### src/design/mctp_frag_pkg.sv
// Shared types and constants for the MCTP message fragmenter.
// No dependencies; compiled before the interfaces and the core.
package mctp_frag_pkg;

    localparam int WORD_W = 32;
    localparam int MSG_W  = 16;
    localparam int PKT_W  = 11;
    localparam int TYPE_W = 8;
    localparam int CFG_W  = 11;
    localparam int IDX_W  = 2;

    // Configuration register indexes
    localparam logic [IDX_W-1:0] REG_MAX_PACKET_WORDS = 2'd0;
    localparam logic [IDX_W-1:0] REG_MESSAGE_TYPE     = 2'd1;

    localparam logic [PKT_W-1:0]  MAX_PACKET_WORDS_RST = 11'd1040;
    localparam logic [TYPE_W-1:0] MESSAGE_TYPE_RST     = 8'd19;
    localparam logic [PKT_W-1:0]  MIN_PACKET_WORDS     = 11'd3;

    localparam logic [7:0]  HDR_TYPE   = 8'h7e;
    localparam logic [15:0] HDR_VENDOR = 16'h10de;

    typedef struct packed {
        logic [WORD_W-1:0] out_word;
        logic              packet_start;
        logic [PKT_W-1:0]  packet_words;
        logic              packet_end;
        logic              message_end;
        logic              last_of_item;
    } res_t;

    // Transport header: som in 31, eom in 30, seq in 29:28, all ids zero
    function automatic logic [WORD_W-1:0] transport_hdr(input logic [1:0] seq,
                                                        input logic som,
                                                        input logic eom);
        transport_hdr = {som, eom, seq, 28'd0};
    endfunction

endpackage

### src/design/mctp_frag_in_if.sv
// Request channel carrying message payload words into the fragmenter.
// Depends on mctp_frag_pkg for field widths.
interface mctp_frag_in_if;
    import mctp_frag_pkg::*;

    logic              valid;
    logic              ready;
    logic [WORD_W-1:0] payload_word;
    logic [MSG_W-1:0]  message_words;

    modport source (output valid, output payload_word, output message_words, input ready);
    modport sink   (input valid, input payload_word, input message_words, output ready);
endinterface

### src/design/mctp_frag_out_if.sv
// Request channel carrying packet words out of the fragmenter.
// Depends on mctp_frag_pkg for field widths.
interface mctp_frag_out_if;
    import mctp_frag_pkg::*;

    logic              valid;
    logic              ready;
    logic [WORD_W-1:0] out_word;
    logic              packet_start;
    logic [PKT_W-1:0]  packet_words;
    logic              packet_end;
    logic              message_end;
    logic              last_of_item;

    modport source (output valid, output out_word, output packet_start,
                    output packet_words, output packet_end, output message_end,
                    output last_of_item, input ready);
    modport sink   (input valid, input out_word, input packet_start,
                    input packet_words, input packet_end, input message_end,
                    input last_of_item, output ready);
endinterface

### src/design/mctp_message_fragmenter_core.sv
// MCTP message fragmenter core: cuts a stream of payload words into MCTP packets.
// Depends on mctp_frag_pkg, mctp_frag_in_if and mctp_frag_out_if.
//
// One payload word is taken per request on msg; the first word of a message
// also carries its length. Each word yields one packet word on pkt, plus a
// transport header when it opens a packet and a vendor message header when it
// opens the message. The output side delivers one word per cycle, while pkt
// is ready, through a single output register, so a steady stream runs at one
// payload word per cycle, with requests held off while header words drain.
// Each word passes through the result buffer and then the output register.
// Size writes apply from the next packet start, type writes from the next message.
module mctp_message_fragmenter_core #(
    parameter int MAX_MESSAGE_WORDS = 65535,
    parameter int MAX_PACKET_LIMIT  = 1056
) (
    input  logic                          clk,
    input  logic                          rst_n,
    input  logic                          cfg_we,
    input  logic [mctp_frag_pkg::IDX_W-1:0] cfg_index,
    input  logic [mctp_frag_pkg::CFG_W-1:0] cfg_data,
    mctp_frag_in_if.sink                  msg,
    mctp_frag_out_if.source               pkt
);
    import mctp_frag_pkg::*;

    localparam logic [PKT_W-1:0] PKT_LIMIT =
        (MAX_PACKET_LIMIT > (1 << PKT_W) - 1) ? PKT_W'((1 << PKT_W) - 1)
                                              : PKT_W'(MAX_PACKET_LIMIT);
    localparam logic [MSG_W-1:0] MSG_LIMIT =
        (MAX_MESSAGE_WORDS > (1 << MSG_W) - 1) ? MSG_W'((1 << MSG_W) - 1)
                                               : MSG_W'(MAX_MESSAGE_WORDS);

    logic [PKT_W-1:0]  max_pkt_reg;
    logic [TYPE_W-1:0] msg_type_reg;
    logic [MSG_W-1:0]  rem_reg, rem_next;
    logic [PKT_W-1:0]  room_reg, room_next;
    logic [1:0]        seq_reg, seq_next;

    res_t              buf_reg [3];
    res_t              new_res [3];
    logic [1:0]        cnt_reg, new_cnt;
    res_t              out_reg;
    logic              out_valid_reg;

    logic              load, accept;
    logic [PKT_W-1:0]  maxw;
    logic [MSG_W-1:0]  n_len;
    logic [MSG_W:0]    total, need;
    logic              fits_first, fits_cont;
    logic [PKT_W-1:0]  plen_first, plen_cont;
    logic [MSG_W-1:0]  rem_a, rem_b;
    logic [PKT_W-1:0]  room_a, room_b;
    res_t              pay_res;

    assign load   = !out_valid_reg || pkt.ready;
    assign msg.ready = (cnt_reg == 2'd0) || (cnt_reg == 2'd1 && load);
    assign accept = msg.valid && msg.ready;

    always_comb
    begin
        maxw = max_pkt_reg;
        if (maxw < MIN_PACKET_WORDS)
            maxw = MIN_PACKET_WORDS;
        if (maxw > PKT_LIMIT)
            maxw = PKT_LIMIT;

        n_len = (msg.message_words == '0) ? MSG_W'(1) : msg.message_words;
        if (n_len > MSG_LIMIT)
            n_len = MSG_LIMIT;

        total      = {1'b0, n_len} + (MSG_W+1)'(2);
        fits_first = total <= (MSG_W+1)'(maxw);
        plen_first = fits_first ? total[PKT_W-1:0] : maxw;

        need       = {1'b0, rem_reg} + (MSG_W+1)'(1);
        fits_cont  = need <= (MSG_W+1)'(maxw);
        plen_cont  = fits_cont ? need[PKT_W-1:0] : maxw;

        for (int i = 0; i < 3; i++)
            new_res[i] = '0;
        seq_next = seq_reg;
        rem_a    = rem_reg;
        room_a   = room_reg;

        if (rem_reg == '0)
        begin
            seq_next = 2'd0;
            rem_a    = n_len;
            room_a   = plen_first - PKT_W'(2);
            new_cnt  = 2'd3;
            new_res[0].out_word     = transport_hdr(2'd0, 1'b1, fits_first);
            new_res[0].packet_start = 1'b1;
            new_res[0].packet_words = plen_first;
            new_res[1].out_word     = {msg_type_reg, HDR_VENDOR, HDR_TYPE};
        end
        else if (room_reg == '0)
        begin
            seq_next = seq_reg + 2'd1;
            room_a   = plen_cont - PKT_W'(1);
            new_cnt  = 2'd2;
            new_res[0].out_word     = transport_hdr(seq_next, 1'b0, fits_cont);
            new_res[0].packet_start = 1'b1;
            new_res[0].packet_words = plen_cont;
        end
        else
        begin
            new_cnt = 2'd1;
        end

        rem_b  = rem_a - MSG_W'(1);
        room_b = room_a - PKT_W'(1);

        pay_res              = '0;
        pay_res.out_word     = msg.payload_word;
        pay_res.packet_end   = room_b == '0;
        pay_res.message_end  = rem_b == '0;
        pay_res.last_of_item = 1'b1;
        new_res[new_cnt - 2'd1] = pay_res;

        rem_next  = rem_b;
        room_next = (rem_b == '0) ? '0 : room_b;
    end

    // Configuration registers
    always_ff @(posedge clk or negedge rst_n)
    begin
        if (!rst_n)
        begin
            max_pkt_reg  <= MAX_PACKET_WORDS_RST;
            msg_type_reg <= MESSAGE_TYPE_RST;
        end
        else if (cfg_we)
        begin
            case (cfg_index)
                REG_MAX_PACKET_WORDS: max_pkt_reg  <= cfg_data[PKT_W-1:0];
                REG_MESSAGE_TYPE:     msg_type_reg <= cfg_data[TYPE_W-1:0];
                default: ;
            endcase
        end
    end

    // Fragmentation state and result buffer control
    always_ff @(posedge clk or negedge rst_n)
    begin
        if (!rst_n)
        begin
            rem_reg       <= '0;
            room_reg      <= '0;
            seq_reg       <= 2'd0;
            cnt_reg       <= 2'd0;
            out_valid_reg <= 1'b0;
        end
        else
        begin
            if (accept)
            begin
                rem_reg  <= rem_next;
                room_reg <= room_next;
                seq_reg  <= seq_next;
                cnt_reg  <= new_cnt;
            end
            else if (load && cnt_reg != 2'd0)
            begin
                cnt_reg <= cnt_reg - 2'd1;
            end
            if (load)
                out_valid_reg <= cnt_reg != 2'd0;
        end
    end

    // Payload of buffer and output register
    always_ff @(posedge clk)
    begin
        if (accept)
        begin
            for (int i = 0; i < 3; i++)
                buf_reg[i] <= new_res[i];
        end
        else if (load)
        begin
            // advance the queue toward the head
            buf_reg[0] <= buf_reg[1];
            buf_reg[1] <= buf_reg[2];
        end
        if (load)
            out_reg <= buf_reg[0];
    end

    assign pkt.valid        = out_valid_reg;
    assign pkt.out_word     = out_reg.out_word;
    assign pkt.packet_start = out_reg.packet_start;
    assign pkt.packet_words = out_reg.packet_words;
    assign pkt.packet_end   = out_reg.packet_end;
    assign pkt.message_end  = out_reg.message_end;
    assign pkt.last_of_item = out_reg.last_of_item;

endmodule
### src/flat_wrapper.sv
// flat-port wrapper written by rule: the top's interface ports become plain ports
module mctp_message_fragmenter_core_flat import mctp_frag_pkg::*;
#(
    parameter int MAX_MESSAGE_WORDS = 65535,
    parameter int MAX_PACKET_LIMIT  = 1056
)
  (clk, rst_n, cfg_we, cfg_index, cfg_data, msg_valid, msg_payload_word, msg_message_words, msg_ready, pkt_valid, pkt_out_word, pkt_packet_start, pkt_packet_words, pkt_packet_end, pkt_message_end, pkt_last_of_item, pkt_ready);
  mctp_frag_in_if msg_i ();
  mctp_frag_out_if pkt_i ();
  input  logic clk;
  input  logic rst_n;
  input  logic cfg_we;
  input  logic [mctp_frag_pkg::IDX_W-1:0] cfg_index;
  input  logic [mctp_frag_pkg::CFG_W-1:0] cfg_data;
  input wire logic [$bits(msg_i.valid)-1:0] msg_valid;
  input wire logic [$bits(msg_i.payload_word)-1:0] msg_payload_word;
  input wire logic [$bits(msg_i.message_words)-1:0] msg_message_words;
  output wire logic [$bits(msg_i.ready)-1:0] msg_ready;
  output wire logic [$bits(pkt_i.valid)-1:0] pkt_valid;
  output wire logic [$bits(pkt_i.out_word)-1:0] pkt_out_word;
  output wire logic [$bits(pkt_i.packet_start)-1:0] pkt_packet_start;
  output wire logic [$bits(pkt_i.packet_words)-1:0] pkt_packet_words;
  output wire logic [$bits(pkt_i.packet_end)-1:0] pkt_packet_end;
  output wire logic [$bits(pkt_i.message_end)-1:0] pkt_message_end;
  output wire logic [$bits(pkt_i.last_of_item)-1:0] pkt_last_of_item;
  input wire logic [$bits(pkt_i.ready)-1:0] pkt_ready;
  assign msg_i.valid = msg_valid;
  assign msg_i.payload_word = msg_payload_word;
  assign msg_i.message_words = msg_message_words;
  assign msg_ready = msg_i.ready;
  assign pkt_valid = pkt_i.valid;
  assign pkt_out_word = pkt_i.out_word;
  assign pkt_packet_start = pkt_i.packet_start;
  assign pkt_packet_words = pkt_i.packet_words;
  assign pkt_packet_end = pkt_i.packet_end;
  assign pkt_message_end = pkt_i.message_end;
  assign pkt_last_of_item = pkt_i.last_of_item;
  assign pkt_i.ready = pkt_ready;
  mctp_message_fragmenter_core #(.MAX_MESSAGE_WORDS(MAX_MESSAGE_WORDS), .MAX_PACKET_LIMIT(MAX_PACKET_LIMIT)) u_core (.clk(clk), .rst_n(rst_n), .cfg_we(cfg_we), .cfg_index(cfg_index), .cfg_data(cfg_data), .msg(msg_i), .pkt(pkt_i));
endmodule
### config.mk
export PLATFORM = sky130hd
export DESIGN_NAME = mctp_message_fragmenter_core_flat
export DESIGN_NICKNAME = d
export VERILOG_FILES = /design/src/design/mctp_frag_pkg.sv /design/src/design/mctp_frag_in_if.sv /design/src/design/mctp_frag_out_if.sv /design/src/design/mctp_message_fragmenter_core.sv /design/src/flat_wrapper.sv
export SDC_FILE = /design/constraint.sdc
export NUM_CORES = 1
export LEC_CHECK = 0
export BUFFER_PORTS_ARGS = -buffer_cell sky130_fd_sc_hd__buf_2
export CAP_MARGIN = 10
export CORE_MARGIN = 2
export CORE_UTILIZATION = 45
export CTS_BUF_LIST = sky130_fd_sc_hd__clkbuf_4 sky130_fd_sc_hd__clkbuf_8
export DETAILED_ROUTE_END_ITERATION = 12
export GPL_ROUTABILITY_DRIVEN = 1
export PLACE_DENSITY_LB_ADDON = 0.08
export SKIP_LAST_GASP = 1
export SYNTH_ARGS = -nofsm -noshare
export SYNTH_HDL_FRONTEND = slang
export SYNTH_SLANG_ARGS = --single-unit
### constraint.sdc
create_clock -name clk -period 6.7 [get_ports clk]
set_clock_uncertainty 0.1 [all_clocks]
set_input_delay 1.675 -clock clk [delete_from_list [all_inputs] [get_ports clk]]
set_output_delay 1.675 -clock clk [all_outputs]
set_load 0.02 [all_outputs]
==> summary.md, run 1 <==
- Avg Synthesized Cell Area: 10.1 µm²
- FMAX: 0.163 GHz
- gp weighted congestion: 0.915
- synth-to-layout area growth: 15.3%
- average wire per standard cell: 19.6 µm
- switching component of the power: 2510 µW
- family with the most delay on the worst path: compound AO/OA/AOI/OAI gates
- CP max FO: 8
- CP bufs+invs: 3
- total routed wirelength: 33800 µm
- async set-or-reset flop fraction in the synthesized netlist: 23.7%
- kind of end point of the critical path: flop
- length of the first detailed-routing pass in iterations: 5
- number of placed cells counting well taps: 1658
- Overflow after GRT: 0
- Post-layout nets: 1457
- share of power burned in the clock network: 19.6%
- vias per inst: 5.77
- largest voltage drop on the vdd net: 0.166 mV
- RSZ-0062 raised after global routing: false
- max-slew violations: 0
- kind of critical path: in -> reg
- Die Outline Area: 0.0288 mm²
- hold crit path type: reg -> reg
- Cell Chain, Critical Path: buf_2 > and3_1 > nand3_1 > xor2_1 > inv_1 > ha_1 > nand4_1 > nor3_1 > a2111o_1 > a221o_2 > nor2_4 > nor2_1 > a21oi_1 > ha_1 > buf_4 > nand2_1 > mux2_2 > o21ai_0 > a31oi_1 > o21a_1 > nand4_1 > xor2_1 > nor3b_2 > a32o_1
- Post-DRT Antenna Nets: 0
- area of the core: 0.0270 mm²
- synth warn: 0
- number of buffers inserted by hold repair at cts: 0
- #FFs+latches synth: 215
- Worst-Margin Slew: 0.973 ns
- fillers: 2472
- internal portion of total power: 3870 µW
- dominant synthesized flop cell: sky130_fd_sc_hd__edfxtp_1
- post-route core utilization: 52.9%
- Ant. Diodes: 0
- Leak Pwr: 0.00565 µW
- PwrDens: 447 mW/mm²
- slowest CP cell: sky130_fd_sc_hd__a2111o_1
- total standard cell area after synthesis: 0.0124 mm²
- critical path startpoint category: input port
- maximum clock path buffer count: 3
- detailed-route via count: 9973
- max FFs per register: 117
- I/O Pins: 115
- largest net degree at the start of global routing: 57
- worst rel slew slack: 34.9%
- CP Data Arrival Time: 6.32 ns
- placed wire-length estimate: 24200 µm
- clock buffer count from CTS: 39
- distinct cell type count after synthesis: 96
- Die Height: 170 µm
- vias in the first global route: 9430
- sequential group share of total power: 37.1%
- setup tns final: 0 ns
- Final Setup Violations: 0
- run status: complete, no violations
- register area share after synthesis: 50.2%
- stage delay of the slowest cell on the critical path: 0.42 ns
- Mapped Nets: 1324
- Cell Rows: 60
- Initial Util: 45.9%
- non-filler instance count after layout: 1729
- Num Clock Sinks: 215
- CTS tree: built
- remaining routing DRC violations: 0
- Post-Layout Inst Area: 0.0143 mm²
- deepest level of the CTS H-tree: 2
- Clk pin slew, worst setup/hold paths: 0.06 ns
- post-cts resize count: 0
- antenna violations before repair: 0
- switching portion of total power: 39.3%
- source-to-sink clock delay at the later pin of the worst-skew pair: 0.52 ns
- count of input and output buffers: 114
- fraction of layout cells with a size suffix above 1: 22.8%
- share of power burned in combinational logic: 43.3%
- root cell of the clock tree: sky130_fd_sc_hd__clkbuf_8
- number of hold-slack violations in the final timing report: 0
- wire length of the first global-routing pass: 53200 µm
- post-layout minimum cycle time: 6.15 ns
- initial DRC count: 733
- total of max-cap violations: 0
- Period Utilization, post-route: 91.8%
- cell area after placement: 0.0135 mm²
- number of enable-type register cells in the synthesized netlist: 164
- Mapped Cells: 1225
- total track usage: 23.6%
- number of buffers inserted by post-CTS setup repair: 0
- data required time at the worst endpoint: 6.88 ns
- horizontal extent of the die: 170 µm
## final timing paths
path | start | endpoint | slack [ns] | cells past startpoint
worst max-delay path | msg_message_words[1] | u_core.buf_reg[0][2] | 0.55 | 24
worst min-delay path | u_core.buf_reg[0][9] | u_core.pkt.packet_words[6] | 0.31 | 0
worst max register to register | u_core.max_pkt_reg[8] | u_core.buf_reg[0][2] | 0.64 | 23
worst min register to register | u_core.buf_reg[0][9] | u_core.pkt.packet_words[6] | 0.31 | 0
max in group asynchronous | rst_n | u_core.max_pkt_reg[9] | 4.81 | 2
min in group asynchronous | rst_n | u_core.rem_reg[13] | 1.19 | 2
## power groups by stage
stage	logic, µW	registers (µW)	clock network [µW]
global placement	2730	2380	0
floorplan	1770	2430	0
global route	3040	2420	1340
finish	2760	2370	1250
detailed placement	2750	2390	0
CTS	2760	2370	1290
## cell usage after synthesis (28+ instances only)
cell,count,share of area (%)
sky130_fd_sc_hd__a21oi_1,62,2.5
sky130_fd_sc_hd__and2_1,38,1.9
sky130_fd_sc_hd__nand3_1,49,2.0
sky130_fd_sc_hd__ha_1,33,3.3
sky130_fd_sc_hd__o21ai_0,75,3.0
sky130_fd_sc_hd__nor2_1,95,2.9
sky130_fd_sc_hd__a22o_1,32,2.3
sky130_fd_sc_hd__clkbuf_1,58,1.8
sky130_fd_sc_hd__nor3_1,28,1.1
sky130_fd_sc_hd__edfxtp_1,164,40
sky130_fd_sc_hd__nand2_1,153,4.6
sky130_fd_sc_hd__dfrtp_1,46,9.3
sky130_fd_sc_hd__xnor2_1,28,2.0
sky130_fd_sc_hd__inv_1,29,0.88
## area by class of cell
| type | count | area [µm²] | area share [%] |
|---|---|---|---|
| multi-input cells | 887 | 5610 | 39.3 |
| repair buffers | 184 | 1100 | 7.69 |
| clock inverters | 12 | 61.3 | 0.430 |
| inverters | 31 | 116 | 0.816 |
| flip-flops and latches | 215 | 6210 | 43.5 |
| well taps | 341 | 427 | 2.99 |
| clock buffers | 59 | 743 | 5.21 |
## worst reg2reg max path: stages (launching register included)
cell and delay (ns):
sky130_fd_sc_hd__dfrtp_1 0.48, sky130_fd_sc_hd__or4_1 0.64, sky130_fd_sc_hd__nor2_1 0.19, sky130_fd_sc_hd__buf_4 0.18, sky130_fd_sc_hd__nand2_1 0.05, sky130_fd_sc_hd__o21ai_1 0.53
sky130_fd_sc_hd__ha_1 0.27, sky130_fd_sc_hd__nor3_1 0.05, sky130_fd_sc_hd__a2111o_1 0.42, sky130_fd_sc_hd__a221o_2 0.42, sky130_fd_sc_hd__nor2_4 0.15, sky130_fd_sc_hd__nor2_1 0.06
sky130_fd_sc_hd__a21oi_1 0.17, sky130_fd_sc_hd__ha_1 0.27, sky130_fd_sc_hd__buf_4 0.19, sky130_fd_sc_hd__nand2_1 0.06, sky130_fd_sc_hd__mux2_2 0.22, sky130_fd_sc_hd__o21ai_0 0.07
sky130_fd_sc_hd__a31oi_1 0.39, sky130_fd_sc_hd__o21a_1 0.21, sky130_fd_sc_hd__nand4_1 0.10, sky130_fd_sc_hd__xor2_1 0.17, sky130_fd_sc_hd__nor3b_2 0.18, sky130_fd_sc_hd__a32o_1 0.26
## logic make-up after synthesis
logic type,share of synthesized area [%]
AND/OR/NAND/NOR,19.4
AO/OA/AOI/OAI,16.0
flip-flops,50.2
buffers and inverters,4.74
XOR/XNOR,3.68
adder cells (fa/ha/maj),3.42
multiplexers,2.57
## through the flow
| stage | hold WS, ns | total power (µW) | setup slack [ns] |
|---|---|---|---|
| floorplan | 0.300 | 4200 | 0.0223 |
| global placement | 0.301 | 5100 | 0.155 |
| detailed placement | 0.305 | 5140 | 0.0644 |
| CTS | 0.317 | 6410 | 0.641 |
| global route | 0.325 | 6800 | 0.179 |
| finish | 0.311 | 6380 | 0.551 |
## routing by layer
metal	track usage [%]	wire (µm)	part of all wire, %
met5	0	0	0
met4	7.21	856	2.5
met3	2.85	1620	4.8
met2	38.2	15600	46
met1	33.3	15700	47
## cell usage in the layout (no fill, tap or decap), types with 7 or more instances in the layout
cell,n
sky130_fd_sc_hd__a21oi_1,62
sky130_fd_sc_hd__a22o_1,32
sky130_fd_sc_hd__a22oi_1,10
sky130_fd_sc_hd__a31oi_1,24
sky130_fd_sc_hd__and2_1,37
sky130_fd_sc_hd__and3_1,16
sky130_fd_sc_hd__buf_2,114
sky130_fd_sc_hd__buf_4,70
sky130_fd_sc_hd__clkbuf_4,11
sky130_fd_sc_hd__clkbuf_8,48
sky130_fd_sc_hd__clkinv_1,7
sky130_fd_sc_hd__dfrtp_1,46
sky130_fd_sc_hd__edfxtp_1,164
sky130_fd_sc_hd__ha_1,33
sky130_fd_sc_hd__inv_1,29
sky130_fd_sc_hd__mux2_2,18
sky130_fd_sc_hd__mux2i_1,9
sky130_fd_sc_hd__nand2_1,153
sky130_fd_sc_hd__nand3_1,48
sky130_fd_sc_hd__nand4_1,14
sky130_fd_sc_hd__nor2_1,93
sky130_fd_sc_hd__nor3_1,28
sky130_fd_sc_hd__nor4_1,21
sky130_fd_sc_hd__o21ai_0,75
sky130_fd_sc_hd__o31ai_1,21
sky130_fd_sc_hd__or3_1,12
sky130_fd_sc_hd__xnor2_1,27
sky130_fd_sc_hd__xor2_1,24
No activity file was read; power rests on OpenSTA's default activity.
==> run 2, diff against run 1 <==
--- a/config.mk
+++ b/config.mk
@@ -8,7 +8,7 @@
 export BUFFER_PORTS_ARGS = -buffer_cell sky130_fd_sc_hd__buf_2
 export CAP_MARGIN = 10
 export CORE_MARGIN = 2
-export CORE_UTILIZATION = 45
+export CORE_UTILIZATION = 62
 export CTS_BUF_LIST = sky130_fd_sc_hd__clkbuf_4 sky130_fd_sc_hd__clkbuf_8
 export DETAILED_ROUTE_END_ITERATION = 12
 export GPL_ROUTABILITY_DRIVEN = 1
==> summary.md, run 2 (synthesized netlist as in run 1, its figures left out) <==
- area of the core: 0.0195 mm², -28%
- Post-DRT Antenna Nets: 0, unchanged
- source-to-sink clock delay at the later pin of the worst-skew pair: 0.53 ns, about the same
- Leak Pwr: 0.00563 µW, -0.29%
- data required time at the worst endpoint: 6.88 ns, about the same
- Period Utilization, post-route: 94.6%, +2.8 points
- max FFs per register: 117, unchanged
- count of input and output buffers: 114, unchanged
- placed wire-length estimate: 23100 µm, -4.3%
- met1 Use GR: 41.3%, +8.0 points
- largest net degree at the start of global routing: 57, unchanged
- post-layout minimum cycle time: 6.34 ns, +0.187 ns
- Clk pin slew, worst setup/hold paths: 0.06 ns, about the same
- CTS tree: built
- horizontal extent of the die: 145 µm, -14%
- slowest CP cell: sky130_fd_sc_hd__dfrtp_1
- Num Clock Sinks: 215, unchanged
- Die Outline Area: 0.0211 mm², -27%
- total track usage: 30.8%, +7.2 points
- remaining routing DRC violations: 0, unchanged
- number of hold-slack violations in the final timing report: 0, unchanged
- peak-usage layer in the global routing report: met2
- Final Setup Violations: 0, unchanged
- leading cell type in the layout, fill and taps excluded: sky130_fd_sc_hd__edfxtp_1
- largest voltage drop on the vdd net: 0.209 mV, +26%
- critical path startpoint category: flop
- run status: complete, no violations
- gp weighted congestion: 1.01, +10%
- GR Util met3: 4.78%, +1.9 points
- number of buffers inserted by hold repair at cts: 0, unchanged
- antenna violations before repair: 1, +1
- initial DRC count: 835, +14%
- worst rel slew slack: 24.9%, -10 points
- PwrDens: 448 mW/mm², about the same
- average wire per standard cell: 19.8 µm, +1.5%
- Cell Rows: 51, -15%
- max-slew violations: 0, unchanged
- hold crit path type: reg -> reg
- RSZ-0062 raised after global routing: false
- CP max FO: 11, +3
- setup tns final: 0 ns, unchanged
- fraction of layout cells with a size suffix above 1: 22.9%, +0.18 points
- stage delay of the slowest cell on the critical path: 0.58 ns, +0.16 ns
- post-cts resize count: 0, unchanged
- Initial Util: 63.3%, +17 points
- Worst-Margin Slew: 1.13 ns, +0.153 ns
- CP Data Arrival Time: 6.52 ns, +0.20 ns
- detailed-route via count: 10.2k, +2.1%
- deepest level of the CTS H-tree: 2, unchanged
- post-route core utilization: 72.3%, +19 points
- length of the first detailed-routing pass in iterations: 5, unchanged
- Die Height: 145 µm, -14%
- I/O Pins: 115, unchanged
- total of max-cap violations: 0, unchanged
- commonest cells after routing, fill and taps aside: 164 x sky130_fd_sc_hd__edfxtp_1, 153 x sky130_fd_sc_hd__nand2_1, 114 x sky130_fd_sc_hd__buf_2, 93 x sky130_fd_sc_hd__nor2_1, 75 x sky130_fd_sc_hd__o21ai_0
- maximum clock path buffer count: 3, unchanged
- wire length of the first global-routing pass: 52400 µm, -1.5%
- synth-to-layout area growth: 14.2%
- root cell of the clock tree: sky130_fd_sc_hd__clkbuf_8
- vias in the first global route: 9838, +4.3%
- non-filler instance count after layout: 1652, -4.5%
- Overflow after GRT: 0, unchanged
- kind of critical path: reg -> reg
- Post-layout nets: 1458, +0.069%
- clock buffer count from CTS: 36, -7.7%
- number of buffers inserted by post-CTS setup repair: 0, unchanged
- M2 GR Usage: 49.5%, +11 points
- kind of end point of the critical path: flop
- vias per inst: 6.16, +6.8%
- total routed wirelength: 32800 µm, -3.1%
- FMAX: 0.158 GHz, -3.0%
- number of placed cells counting well taps: 1586, -4.3%
run 2: final timing paths:
path                                 startpoint  cells past startpoint                          to  slack (ns)
setup / recovery              u_core.rem_reg[0]                     27        u_core.buf_reg[0][2]        0.36
hold / removal             u_core.buf_reg[0][3]                      0  u_core.pkt.packet_words[0]        0.32
setup reg to reg              u_core.rem_reg[0]                     27        u_core.buf_reg[0][2]        0.36
hold reg to reg            u_core.buf_reg[0][3]                      0  u_core.pkt.packet_words[0]        0.32
max in group asynchronous                 rst_n                      2            u_core.pkt.valid        4.79
min in group asynchronous                 rst_n                      2       u_core.max_pkt_reg[6]        1.19
run 2: stage by stage:
stage          setup WS (ns)  cell area [µm²]  power (µW)  hold slack [ns]
2_1_floorplan         0.0223            12400        4200            0.300
3_3_place_gp           0.191            13400        5080            0.301
3_5_place_dp          0.0146            13400        5140            0.305
4_1_cts                0.465            14100        6310            0.310
5_1_grt               0.0253            14100        6700            0.322
6_report               0.363            14100        6320            0.316
run 2: final cells by class:
cell class,count,area (µm²)
inverter,31,116
tap,265,332
sequential,215,6210
fill,1464,5400
timing repair buffer,188,1130
multi-input combinational,887,5610
antenna,1,2.50
clock inverter,10,55.1
clock buffer,55,676
run 2: critical path: cells and delay by family (launching register included):
kind / cells / cell delay [ns]
DFF: 1 / 0.58
buffers and inverters: 2 / 0.32
xor gates and xnor gates: 3 / 0.72
and+or+nand+nor: 10 / 1.76
AOI/OAI and AO/OA: 8 / 1.43
adders and majority gates: 3 / 0.81
muxes: 1 / 0.38
run 2: where the power goes:
group	internal [µW]	total, µW	switching (µW)
clock network	647	1160	517
logic	1060	2780	1720
registers	2110	2380	272
total	3820	6320	2510
run 2: metal layers:
layer  vias to the layer above  routed length (µm)  part of all wire, %
met5                         -                   0                    0
met2                       453               15400                   47
met1                      4832               13700                   42
met4                         0                1460                  4.5
met3                        94                2230                  6.8
li1                       4799                   -                    -
